### src/rtl/gradient_predictor_row_decode_defines.svh
// Assertion macros shared by the gradient predictor RTL.
// Included by modules that carry concurrent checks; no other dependencies.
`ifndef GRADIENT_PREDICTOR_ROW_DECODE_DEFINES_SVH
`define GRADIENT_PREDICTOR_ROW_DECODE_DEFINES_SVH

// Same-cycle implication, disabled during reset.
`define GPR_ASSERT_NOW(lbl, clk, rstn, ante, cons, msg) \
    lbl: assert property (@(posedge clk) disable iff (!rstn) (ante) |-> (cons)) \
        else $error(msg);

// Next-cycle implication, disabled during reset.
`define GPR_ASSERT_NEXT(lbl, clk, rstn, ante, cons, msg) \
    lbl: assert property (@(posedge clk) disable iff (!rstn) (ante) |=> (cons)) \
        else $error(msg);

`endif

### src/rtl/gpr_pkg.sv
// Types and constants for the gradient predictor row decoder.
// No dependencies; used by every module of the block.
package gpr_pkg;

    localparam int CHANNEL_BITS = 8;
    localparam int PIXEL_BITS   = 16;
    localparam int NUM_CHAN     = 3;
    localparam int SHIFT_BITS   = 4;
    localparam int WIDTH_BITS   = 12;
    localparam int CFG_IDX_BITS = 3;
    localparam int CFG_DATA_BITS = 12;

    typedef logic [CHANNEL_BITS-1:0]               chan_t;
    typedef logic [NUM_CHAN-1:0][CHANNEL_BITS-1:0] chan_vec_t;
    typedef logic [PIXEL_BITS-1:0]                 pixel_t;
    typedef logic [SHIFT_BITS-1:0]                 shift_t;

    typedef enum logic [CFG_IDX_BITS-1:0] {
        REG_RED_MAX     = 3'd0,
        REG_GREEN_MAX   = 3'd1,
        REG_BLUE_MAX    = 3'd2,
        REG_RED_SHIFT   = 3'd3,
        REG_GREEN_SHIFT = 3'd4,
        REG_BLUE_SHIFT  = 3'd5,
        REG_RECT_WIDTH  = 3'd6
    } cfg_reg_t;

    localparam chan_t  RED_MAX_RST     = 8'd31;
    localparam chan_t  GREEN_MAX_RST   = 8'd63;
    localparam chan_t  BLUE_MAX_RST    = 8'd31;
    localparam shift_t RED_SHIFT_RST   = 4'd11;
    localparam shift_t GREEN_SHIFT_RST = 4'd5;
    localparam shift_t BLUE_SHIFT_RST  = 4'd0;
    localparam logic [WIDTH_BITS-1:0] RECT_WIDTH_RST = 12'd1;

    typedef struct packed {
        logic [15:0] pixel_in;
        logic        start_of_rect;
    } in_item_t;

    typedef struct packed {
        logic [7:0]  red_out;
        logic [7:0]  green_out;
        logic [7:0]  blue_out;
        logic [15:0] packed_pixel;
        logic        end_of_row;
    } out_item_t;

endpackage

### src/rtl/gpr_chan.sv
// One colour channel: residual extract, clamped gradient prediction, mask and place.
// Depends on gpr_pkg.
module gpr_chan (
    input  gpr_pkg::pixel_t pixel,
    input  gpr_pkg::shift_t shift,
    input  gpr_pkg::chan_t  max_val,
    input  gpr_pkg::chan_t  above,
    input  gpr_pkg::chan_t  left,
    input  gpr_pkg::chan_t  upper_left,
    input  logic            col_zero,
    output gpr_pkg::chan_t  chan,
    output gpr_pkg::pixel_t placed
);

    gpr_pkg::pixel_t res;
    logic [9:0]      grad;
    gpr_pkg::chan_t  pred;

    assign res  = pixel >> shift;
    assign grad = {2'b00, above} + {2'b00, left} - {2'b00, upper_left};

    always_comb begin
        if (col_zero) begin
            pred = above;
        end else if (grad[9]) begin
            pred = '0;
        end else if (grad[8:0] > {1'b0, max_val}) begin
            pred = max_val;
        end else begin
            pred = grad[7:0];
        end
    end

    // only the low channel bits survive the mask
    assign chan   = (res[7:0] + pred) & max_val;
    assign placed = {8'h00, chan} << shift;

endmodule

### config.mk
export PLATFORM = sky130hd
export DESIGN_NAME = gpr_chan
export DESIGN_NICKNAME = d
export VERILOG_FILES = /design/src/rtl/gradient_predictor_row_decode_defines.svh /design/src/rtl/gpr_pkg.sv /design/src/rtl/gpr_chan.sv
export SDC_FILE = /design/constraint.sdc
export NUM_CORES = 1
export LEC_CHECK = 0
export BUFFER_PORTS_ARGS = -buffer_cell sky130_fd_sc_hd__buf_2
export CAP_MARGIN = 20
export CORE_AREA = 10 10 93 95
export DETAILED_ROUTE_END_ITERATION = 10
export DIE_AREA = 0 0 103 105
export SLEW_MARGIN = 20
export SYNTH_ARGS = -nofsm -noshare
export SYNTH_HDL_FRONTEND = slang
export SYNTH_SLANG_ARGS = --single-unit
### constraint.sdc
create_clock -name vclk -period 20.9
set_clock_uncertainty 0.1 [all_clocks]
set_input_delay 4.18 -clock vclk [all_inputs]
set_output_delay 4.18 -clock vclk [all_outputs]
set_load 0.02 [all_outputs]
# Word level (Yosys, flattened, before mapping)
# Index checks and enable logic that the tools add are counted.
[word_totals]
ff_bits = 0
in_bits = 53
out_inout_bits = 24
wordCells = 10
[classes]
n_addsub = 3
order_cmp = 1
shifts = 2
muxes = 3
bitwise_logic = 1
[op_table]
columns = ["op", "count"]
rows = [
  ["$mux 8", 3],
  ["$shl 8x4->16", 1],
  ["$shr 16x4->8", 1],
  ["$sub 9x8->10", 1],
  ["$add 8x8->9", 1],
  ["$gt 9x8->1", 1],
  ["$add 8x8->8", 1],
  ["$and 8x8->8", 1],
]

# Depth between registers and ports, before layout
# Gate-level depths: netlist (run 1).
[logic_depth]
depth_word = 9
mapped_depth = 29
mapped_depth_nobuf = 28

# Worst setup path before layout (run 1)
# OpenSTA, ideal clock, no wires.
[synth_path]
path_type = "input port to output port"
start = "input port above[1]"
end = "output port placed[14]"
arrival_time_ns = 10.048
required_ns = 16.620
slack_ns = 6.572
cell_stages = 24
n_path_buf = 1
cell_sequence = "inv_1 fa_1 fa_1 nand2b_1 a21oi_1 o21a_1 nor2_1 xnor2_1 ha_1 a211o_1 a211oi_1 a211oi_1 nor3_1 buf_2 a21oi_1 o21ai_0 fa_1 a21o_1 a21oi_1 o311ai_0 mux2_2 mux2i_1 mux2i_1 a32o_1"
[synth_between]
elab_chain_len = 9
[synth_lines]
columns = ["element", "line_no", "rtl"]
rows = [
  ["start, declared", "gpr_chan.sv:7", "input gpr_pkg::chan_t above,"],
  ["$add 8x8->9", "gpr_chan.sv:20", "assign grad = {2'b00, above} + {2'b00, left} - {2'b00, upper_left};"],
  ["$sub 9x8->10", "gpr_chan.sv:20", ""],
  ["$gt 9x8->1", "gpr_chan.sv:27", "end else if (grad[8:0] > {1'b0, max_val}) begin"],
  ["$mux 8", "gpr_chan.sv:27", ""],
  ["$mux 8", "gpr_chan.sv:25", "end else if (grad[9]) begin"],
  ["$mux 8 *", "gpr_chan.sv:23", "if (col_zero) begin"],
  ["$add 8x8->8 *", "gpr_chan.sv:35", "assign chan = (res[7:0] + pred) & max_val;"],
  ["$and 8x8->8 *", "gpr_chan.sv:35", ""],
  ["named net chan[6]", "gpr_chan.sv:11", "output gpr_pkg::chan_t chan,"],
  ["$shl 8x4->16 *", "gpr_chan.sv:36", "assign placed = {8'h00, chan} << shift;"],
  ["end, declared", "gpr_chan.sv:12", "output gpr_pkg::pixel_t placed"],
]
# Mark *: on every way through the listed nets, which the timed path passes. The rest lies on a longest branch.

# Worst setup path after layout (run 1)
[layout_path]
start = "input port above[1]"
end = "output port placed[14]"
[layout_between]
elab_chain_len = 9
[layout_lines]
columns = ["element", "line_no"]
rows = [
  ["$add 8x8->9", "gpr_chan.sv:20"],
  ["$sub 9x8->10", "gpr_chan.sv:20"],
  ["$gt 9x8->1", "gpr_chan.sv:27"],
  ["$mux 8", "gpr_chan.sv:27"],
  ["$mux 8", "gpr_chan.sv:25"],
  ["$mux 8 *", "gpr_chan.sv:23"],
  ["$add 8x8->8 *", "gpr_chan.sv:35"],
  ["$and 8x8->8 *", "gpr_chan.sv:35"],
  ["$shl 8x4->16 *", "gpr_chan.sv:36"],
]
# Mark *: on every way between the ends. The rest lies on a longest branch, timed or not.

==> impl_metrics.py, run 1 <==
metrics = {
    "power": {
        "power_frac_comb_pct": 100.0,
        "internal_power_mw": 0.0665,
        "power.net_switching_mw": 0.0981,
        "sw_frac_of_total_pct": 59.6,
        "vdd.ir_drop.worst_mv": 0.0226,
        "pwr-share-clk_pct": 0,
        "power_leakage_nw": 1.46,
        "power_density_mw_per_mm2": 60.1,
        "pwr-share-seq_pct": 0,
    },
    "timing": {
        "worst_pin_slew_ps": 840,
        "drv_slew": 0,
        "rsz0062_at_grt": "no",
        "finalCritPeriodShare_pct": 69.6,
        "slew_headroom_pct": 43.3,
        "finalHoldViolCount": 0,
        "fmax_ghz": 0.0688,
        "fin_ws_ps": 6360,
        "whs_ps": 8680,
        "setup_viol": 0,
        "period_minus_slack_ps": 14540,
        "fin_setup_tns_ps": 0,
    },
    "placed_design": {
        "gp_congestion": 0.839,
        "dp_slack_ps": 6450,
        "placed_area_mm2": 0.00274,
        "port-buffer-count": 77,
        "dp.final_hpwl_um": 6140,
    },
    "critical_path": {
        "crit_fanout": 13,
        "critPathKind": "in2out",
        "worstSetupEndpointType": "output port",
        "cp.arrival_ps": 10260,
        "crit_required_ps": 16620,
        "startpoint_type": "primary input",
    },
    "finish": {
        "fin_area_mm2": 0.00274,
        "n_sequential_cell": 0,
        "fillers": 734,
        "nets": 480,
        "seq_area_um2": 0,
        "n_antenna_cell": 0,
        "clkbuf_count": 0,
        "drive_gt1_share_pct": 25.5,
        "area_growth_pct": 18.4,
        "multi_input_area_mm2": 0.00206,
    },
    "floorplan": {
        "chipHeight_um": 105,
        "rows": 30,
        "coreArea_mm2": 0.00676,
        "start_util_pct": 34.3,
        "die-area_mm2": 0.0108,
        "dieWidth_um": 103,
        "io_pins": 77,
    },
    "job": {
        "drv_cap": 0,
    },
    "routing": {
        "drt-total-wl_um": 7110,
        "antenna_left": 0,
        "vias_per_cell": 5.44,
        "num_vias": 2569,
        "wl_per_cell_um": 15.1,
        "firstDrtPassIters": 4,
        "drt-initial-drc-count": 241,
        "drc": 0,
    },
    "synth": {
        "synth_top_area_share_pct": 13.0,
        "synth_nets": 414,
        "synth_top_area_cell": "ha_1",
        "synth_cell_type_count": 63,
        "yosysMostFrequentCell": "inv_1",
        "syn_area_per_cell_um2": 7.06,
        "syn_area_mm2": 0.00231,
        "yosysSeqAreaShare_pct": 0,
        "ys_top_cells_by_count": "inv_1 (47), nand2_1 (31), nor2_1 (30), a21oi_1 (24), ha_1 (24)",
        "ys_warn_count": 0,
        "synthTopCellsByArea": "ha_1 (13%), mux2i_1 (8.2%), fa_1 (7.8%)",
        "syn-instance-count": 328,
    },
    "clock_network": {
        "cts_setup_buffers": 0,
        "cts_resized": 0,
        "cts-hold-fix-buffers": 0,
    },
    "min_path": {
        "holdPathStages": 3,
        "hold_path_class": "in2out",
    },
    "global_route": {
        "antenna_found_initial": 0,
        "grt_usage_pct": 12.6,
        "grt-ovfl-total": 0,
        "grt_pass1_vias": 2577,
        "grt_start_max_net_pins": 32,
        "grt_pass1_wl_um": 11900,
    },
    "outcome": {
        "outcome": "completed",
    },
}
stage by stage:
stage / std cells / power [mW] / util (%)
final: 472 / 0.165 / 40.6
after global routing: 472 / 0.184 / 40.6
after CTS: 472 / 0.164 / 40.6
after detailed placement: 472 / 0.163 / 40.6
after global placement: 472 / 0.162 / 40.6
after floorplan: 328 / 0.124 / -
worst max-delay path, cell delays in order:
cell      delay [ps]
buf_2             80
inv_1             50
fa_1             520
fa_1             470
nand2b_1         200
a21oi_1          190
o21a_1           130
nor2_1            40
xnor2_1          200
ha_1             290
a211o_1          320
a211oi_1         240
a211oi_1         150
nor3_1           200
buf_4            220
mux2i_1          190
o21ai_0           90
ha_1             220
fa_1             400
a21o_1           170
a21oi_1          270
o311ai_0         330
mux2_2           400
mux2i_1          190
mux2i_1          130
a32o_1           220
buf_2            160
layout make-up:
type	count	share of cell area [%]
Multi-Input combinational cell	265	75.3
Timing Repair Buffer	78	14.3
Tap cell	80	3.65
Inverter	49	6.71
worst paths after layout:
check	start	to	slack (ps)
worst max-delay path	above[1]	placed[14]	6360
worst min-delay path	max_val[1]	chan[1]	8680
per-layer routing:
layer / track usage, % / vias to the layer above / wire length, um
met5: 0 / - / 0
met1: 17.0 / 1190 / 3190
met2: 21.8 / 75 / 3470
met4: 0.398 / 0 / 0
met3: 1.52 / 0 / 444
li1: - / 1304 / -
cells in the final DEF, fill, tap and decap left out, types with 2 or more instances in the layout:
master and n:
buf_2 77, nor2_1 30, inv_1 47, a211oi_1 8, nand2b_1 3, o21ai_1 2
o22a_1 2, mux2_2 5, o21ai_2 2, nor3_1 5, ha_1 24, o211ai_1 3
nand3_1 5, mux4_2 3, o41ai_1 2, o211a_1 2, fa_1 9, o2bb2ai_1 2
nand4_1 3, a211o_1 3, xnor2_1 6, a21o_1 9, o21ai_0 17, o32ai_1 2
nand2_1 31, mux2i_1 19, nand3b_1 2, o22ai_1 5, nor2b_1 3, and2_1 6
a21oi_1 24, a22o_1 2
power groups by stage:
stage                     clock [mW]  sequential [mW]  combinational [mW]
final                              0                0               0.165
after floorplan                    0                0               0.124
after global placement             0                0               0.162
after detailed placement           0                0               0.163
after CTS                          0                0               0.164
after global routing               0                0               0.184
kinds of logic after synthesis:
family | share of synthesized area (%)
AOI/OAI and AO/OA | 30.5
and+or+nand+nor | 19.6
buffers and inverters | 10.8
adders and majority gates | 20.8
muxes | 14.2
xor gates and xnor gates | 4.05
(Power assumes the default switching activity.)
==> run 2: changes to the inputs <==
--- a/config.mk
+++ b/config.mk
@@ -5,11 +5,12 @@
 export SDC_FILE = /design/constraint.sdc
 export NUM_CORES = 1
 export LEC_CHECK = 0
+export ABC_AREA = 1
 export BUFFER_PORTS_ARGS = -buffer_cell sky130_fd_sc_hd__buf_2
 export CAP_MARGIN = 20
-export CORE_AREA = 10 10 93 95
+export CORE_AREA = 10 10 92 94
 export DETAILED_ROUTE_END_ITERATION = 10
-export DIE_AREA = 0 0 103 105
+export DIE_AREA = 0 0 102 104
 export SLEW_MARGIN = 20
 export SYNTH_ARGS = -nofsm -noshare
 export SYNTH_HDL_FRONTEND = slang
==> constraint.sdc (replaced) <==
create_clock -name vclk -period 14.2
set_clock_uncertainty 0.1 [all_clocks]
set_input_delay 2.84 -clock vclk [all_inputs]
set_output_delay 2.84 -clock vclk [all_outputs]
set_load 0.02 [all_outputs]
==> run 2 against run 1 <==
Critical path depth increased by 12. Utilization shrank 0.52 points. Count of clock-buffer cells in the layout stayed put. Highest routed layer is now met4.
==> impl_metrics.py, run 2 <==
metrics = {
    "timing": {
        "worst_pin_slew_ps": 798,
        "whs_ps": 5970,
        "drv_slew": 0,
        "rsz0062_at_grt": "no",
        "fmax_ghz": 0.0893,
        "finalCritPeriodShare_pct": 78.8,
        "finalHoldViolCount": 0,
        "slew_headroom_pct": 46.7,
        "fin_ws_ps": 3010,
        "setup_viol": 0,
        "period_minus_slack_ps": 11190,
        "fin_setup_tns_ps": 0,
    },
    "placed_design": {
        "port-buffer-count": 77,
        "gp_congestion": 0.876,
        "dp.final_hpwl_um": 6440,
        "dp_slack_ps": 3070,
        "dp.cells": 562,
        "placed_area_mm2": 0.00268,
    },
    "synth": {
        "ys_top_cells_by_count": "nand2_1 (110), inv_1 (82), o21ai_0 (40), nor2_1 (36), nand3_1 (27)",
        "syn_area_mm2": 0.00226,
        "syn-instance-count": 419,
        "syn_area_per_cell_um2": 5.39,
        "synth_top_area_cell": "nand2_1",
        "synth_cell_type_count": 39,
        "synthTopCellsByArea": "nand2_1 (18%), inv_1 (14%), ha_1 (13%)",
        "yosysSeqAreaShare_pct": 0,
        "synth_nets": 505,
        "ys_warn_count": 0,
        "yosysMostFrequentCell": "nand2_1",
        "synth_top_area_share_pct": 18.3,
    },
    "critical_path": {
        "worst_path_most_repeated_cell": "nand2_1",
        "crit_required_ps": 11260,
        "slowest_stage": "fa_1",
        "worstSetupEndpointType": "output port",
        "critPathKind": "in2out",
        "slowest_delay_ps": 530,
        "startpoint_type": "primary input",
        "crit_fanout": 9,
        "cp.arrival_ps": 8250,
    },
    "routing": {
        "num_vias": 2769,
        "drt-initial-drc-count": 211,
        "drt-total-wl_um": 7410,
        "antenna_left": 0,
        "vias_per_cell": 4.93,
        "drc": 0,
        "wl_per_cell_um": 13.2,
        "firstDrtPassIters": 5,
    },
    "clock_network": {
        "cts_setup_buffers": 0,
        "cts-hold-fix-buffers": 0,
        "cts_resized": 0,
    },
    "floorplan": {
        "rows": 30,
        "die-area_mm2": 0.0106,
        "chipHeight_um": 104,
        "io_pins": 77,
        "start_util_pct": 33.8,
        "dieWidth_um": 102,
        "coreArea_mm2": 0.00668,
    },
    "finish": {
        "final_cell_mix": "nand2_1 (110), inv_1 (82), buf_2 (77)",
        "n_sequential_cell": 0,
        "n_antenna_cell": 0,
        "layout_commonest_cell": "nand2_1",
        "stdcell_count": 562,
        "utilization_pct": 40.1,
        "drive_gt1_share_pct": 19.9,
        "area_growth_pct": 18.4,
        "nets": 570,
        "fin_area_mm2": 0.00268,
        "seq_area_um2": 0,
        "clkbuf_count": 0,
    },
    "power": {
        "power_leakage_nw": 1.63,
        "vdd.ir_drop.worst_mv": 0.0272,
        "p_total_mw": 0.207,
        "power_density_mw_per_mm2": 77.3,
    },
    "global_route": {
        "grt_pass1_wl_um": 12400,
        "grt_start_max_net_pins": 32,
        "grt-ovfl-total": 0,
        "grt_usage_pct": 13.4,
        "grt_pass1_vias": 2707,
        "antenna_found_initial": 0,
    },
    "outcome": {
        "outcome": "completed",
    },
    "min_path": {
        "hold_path_class": "in2out",
    },
    "job": {
        "drv_cap": 0,
    },
}
run 2: changes by cell type after synthesis, sizes merged, moves of 5 or more:
cell | before | now
nand2 | 31 | 117
inv | 48 | 84
nand3 | 5 | 31
o21ai | 21 | 46
mux2i | 19 | 1
a21oi | 25 | 14
a211oi | 9 | 1
nor2 | 30 | 38
a21o | 9 | 2
and2 | 6 | 0
mux2 | 6 | 0
o22ai | 5 | 10
run 2: worst max-delay path: cells and delay by family:
family,cells,cell delay [ps]
simple gates,18,2050
fa+ha+maj,5,1770
compound gates,7,940
buf+inv,9,680
run 2: kinds of logic after synthesis:
family	Yosys count	synth area share, %
buffers and inverters	98	17.1
muxes	1	0.443
xor gates and xnor gates	6	2.33
adders and majority gates	33	21.3
and+or+nand+nor	196	37.5
AOI/OAI and AO/OA	85	21.4
run 2: final cells by class:
cell class	instances	area, um^2
inverter	84	318
timing repair buffer	77	385
tap	80	100
fill	753	4010
multi-input combinational	321	1870
run 2: final timing paths:
path              depth (start not counted)          to  slack [ps]        from
setup / recovery                         39  placed[14]        3010    above[2]
hold / removal                            4     chan[1]        5970  max_val[1]
run 2: where the power goes:
part	leakage, nW	total [mW]	switching, mW	internal [mW]
clock	0	0	0	0
sequential	0	0	0	0
combinational	1.63	0.207	0.133	0.0742
total	1.63	0.207	0.133	0.0742
run 2: routing by layer:
metal	global-route usage (%)	share of wire, %	routed length, um
met2	22.6	46	3410
met3	1.66	6.6	488
met4	0.706	0.51	38
met5	0	0	0
met1	18.2	47	3470
==> run 3: changes to the inputs <==
--- a/config.mk
+++ b/config.mk
@@ -5,12 +5,12 @@
 export SDC_FILE = /design/constraint.sdc
 export NUM_CORES = 1
 export LEC_CHECK = 0
-export ABC_AREA = 1
+export ABC_AREA = 0
 export BUFFER_PORTS_ARGS = -buffer_cell sky130_fd_sc_hd__buf_2
 export CAP_MARGIN = 20
-export CORE_AREA = 10 10 92 94
+export CORE_AREA = 10 10 93 95
 export DETAILED_ROUTE_END_ITERATION = 10
-export DIE_AREA = 0 0 102 104
+export DIE_AREA = 0 0 103 105
 export SLEW_MARGIN = 20
 export SYNTH_ARGS = -nofsm -noshare
 export SYNTH_HDL_FRONTEND = slang
==> constraint.sdc (replaced) <==
create_clock -name vclk -period 10.9
set_clock_uncertainty 0.1 [all_clocks]
set_input_delay 2.18 -clock vclk [all_inputs]
set_output_delay 2.18 -clock vclk [all_outputs]
set_load 0.02 [all_outputs]
==> run 3 against run 2 <==
Sequential share of layout area unchanged. Non-clock buffer count up 1. Critical path type unchanged. Power increased by 53%. Flip-flop and latch count unchanged. Routed wire length shrank 3.8%. Largest cell class unchanged. Count of clock-buffer cells in the layout is the same. First-iteration DRC count down 15%. Critical endpoint is now placed[7]. Utilization grew 0.57 points. Combinational power up 53%. Critical path depth shrank 11.
==> impl_metrics.py, run 3 (synthesis results as in run 1) <==
metrics = {
    "outcome": {
        "outcome": "completed",
    },
    "clock_network": {
        "cts_resized": 0,
        "cts_setup_buffers": 0,
        "cts-hold-fix-buffers": 0,
    },
    "timing": {
        "finalCritPeriodShare_pct": 94.9,
        "rsz0062_at_grt": "no",
        "fin_setup_tns_ps": 0,
        "period_minus_slack_ps": 10350,
        "slew_headroom_pct": 54.0,
        "drv_slew": 0,
        "whs_ps": 4680,
        "setup_viol": 0,
        "finalHoldViolCount": 0,
        "fin_ws_ps": 555,
        "fmax_ghz": 0.0967,
        "worst_pin_slew_ps": 690,
    },
    "routing": {
        "firstDrtPassIters": 4,
        "num_vias": 2503,
        "drc": 0,
        "antenna_left": 0,
        "drt-total-wl_um": 7130,
        "drt-initial-drc-count": 179,
        "wl_per_cell_um": 15.1,
        "vias_per_cell": 5.30,
    },
    "global_route": {
        "grt_usage_pct": 12.6,
        "grt_pass1_wl_um": 11700,
        "grt_pass1_vias": 2417,
        "antenna_found_initial": 0,
        "grt-ovfl-total": 0,
        "grt_start_max_net_pins": 32,
    },
    "finish": {
        "fillers": 732,
        "n_antenna_cell": 0,
        "multi_input_area_mm2": 0.00207,
        "nets": 480,
        "final_cell_mix": "buf_2 (77), inv_1 (47), nand2_1 (31)",
        "seq_area_um2": 0,
        "stdcell_count": 472,
        "drive_gt1_share_pct": 25.8,
        "n_sequential_cell": 0,
        "clkbuf_count": 0,
        "area_growth_pct": 18.6,
        "utilization_pct": 40.6,
        "layout_commonest_cell": "buf_2",
    },
    "floorplan": {
        "chipHeight_um": 105,
        "die-area_mm2": 0.0108,
        "rows": 30,
        "io_pins": 77,
        "start_util_pct": 34.3,
        "coreArea_mm2": 0.00676,
        "dieWidth_um": 103,
    },
    "power": {
        "power_density_mw_per_mm2": 115,
        "vdd.ir_drop.worst_mv": 0.0453,
        "power_leakage_nw": 1.46,
    },
    "critical_path": {
        "critPathLaunch": "above[1]",
        "startpoint_type": "primary input",
        "cp.arrival_ps": 8070,
        "crit_required_ps": 8620,
        "critPathKind": "in2out",
        "crit_fanout": 13,
        "worstSetupEndpointType": "output port",
    },
    "placed_design": {
        "gp_congestion": 0.828,
        "dp.final_hpwl_um": 6170,
        "dp.cells": 472,
        "port-buffer-count": 77,
        "dp_slack_ps": 466,
    },
    "min_path": {
        "min_from": "max_val[1]",
        "hold_path_class": "in2out",
    },
    "job": {
        "drv_cap": 0,
    },
}
[run 3: changes by cell type in the layout (fill, tap and decap cells not counted), moves of 6 or more]
cell	delta
a21oi_1	+10
a21o_1	+7
nand2_1	-79
and2_1	+6
nor2_1	-6
o21ai_0	-23
nand2_2	-6
mux2i_1	+18
inv_1	-35
a211oi_1	+7
nand3_1	-22
[run 3: critical path: stages]
cell	delay, ps
buf_2	90
inv_1	50
fa_1	530
fa_1	470
nand2b_1	200
a21oi_1	180
o21a_1	130
nor2_1	40
xnor2_1	200
ha_1	290
a211o_1	310
a211oi_1	240
a211oi_1	140
nor3_1	200
buf_4	210
mux2i_1	180
o21ai_0	100
ha_1	230
fa_1	410
a21o_1	180
a21oi_2	200
xnor2_1	100
and2_1	170
mux2i_1	240
and2_1	270
nor2_1	60
a211o_1	290
buf_2	160
[run 3: worst paths after layout]
check / to / slack, ps / cells past startpoint
setup / recovery: placed[7] / 550 / 28
hold / removal: chan[1] / 4680 / 3
[run 3: area by class of cell]
class | instances | area share, %
inverters | 49 | 6.70
well taps | 80 | 3.65
repair buffers | 78 | 14.3
multi-input cells | 265 | 75.3
[run 3: report_power, final]
part	switching (mW)	leakage, nW	total [mW]	internal, mW
clock	0	0	0	0
sequential	0	0	0	0
combinational	0.189	1.46	0.317	0.128
[run 3: routing by layer]
metal  track usage [%]  wire (um)  up-vias
met5                 0          0        -
li1                  -          -     1308
met4             0.398         28        0
met1              18.3       3250     1132
met3              1.05        399        2
met2              20.5       3450       61
[run 3: through the flow]
step           cell area (um^2)  power [mW]
5_1_grt                    2750       0.355
3_3_place_gp               2740       0.310
4_1_cts                    2740       0.316
6_report                   2750       0.317
3_5_place_dp               2740       0.315
2_1_floorplan              2310       0.237
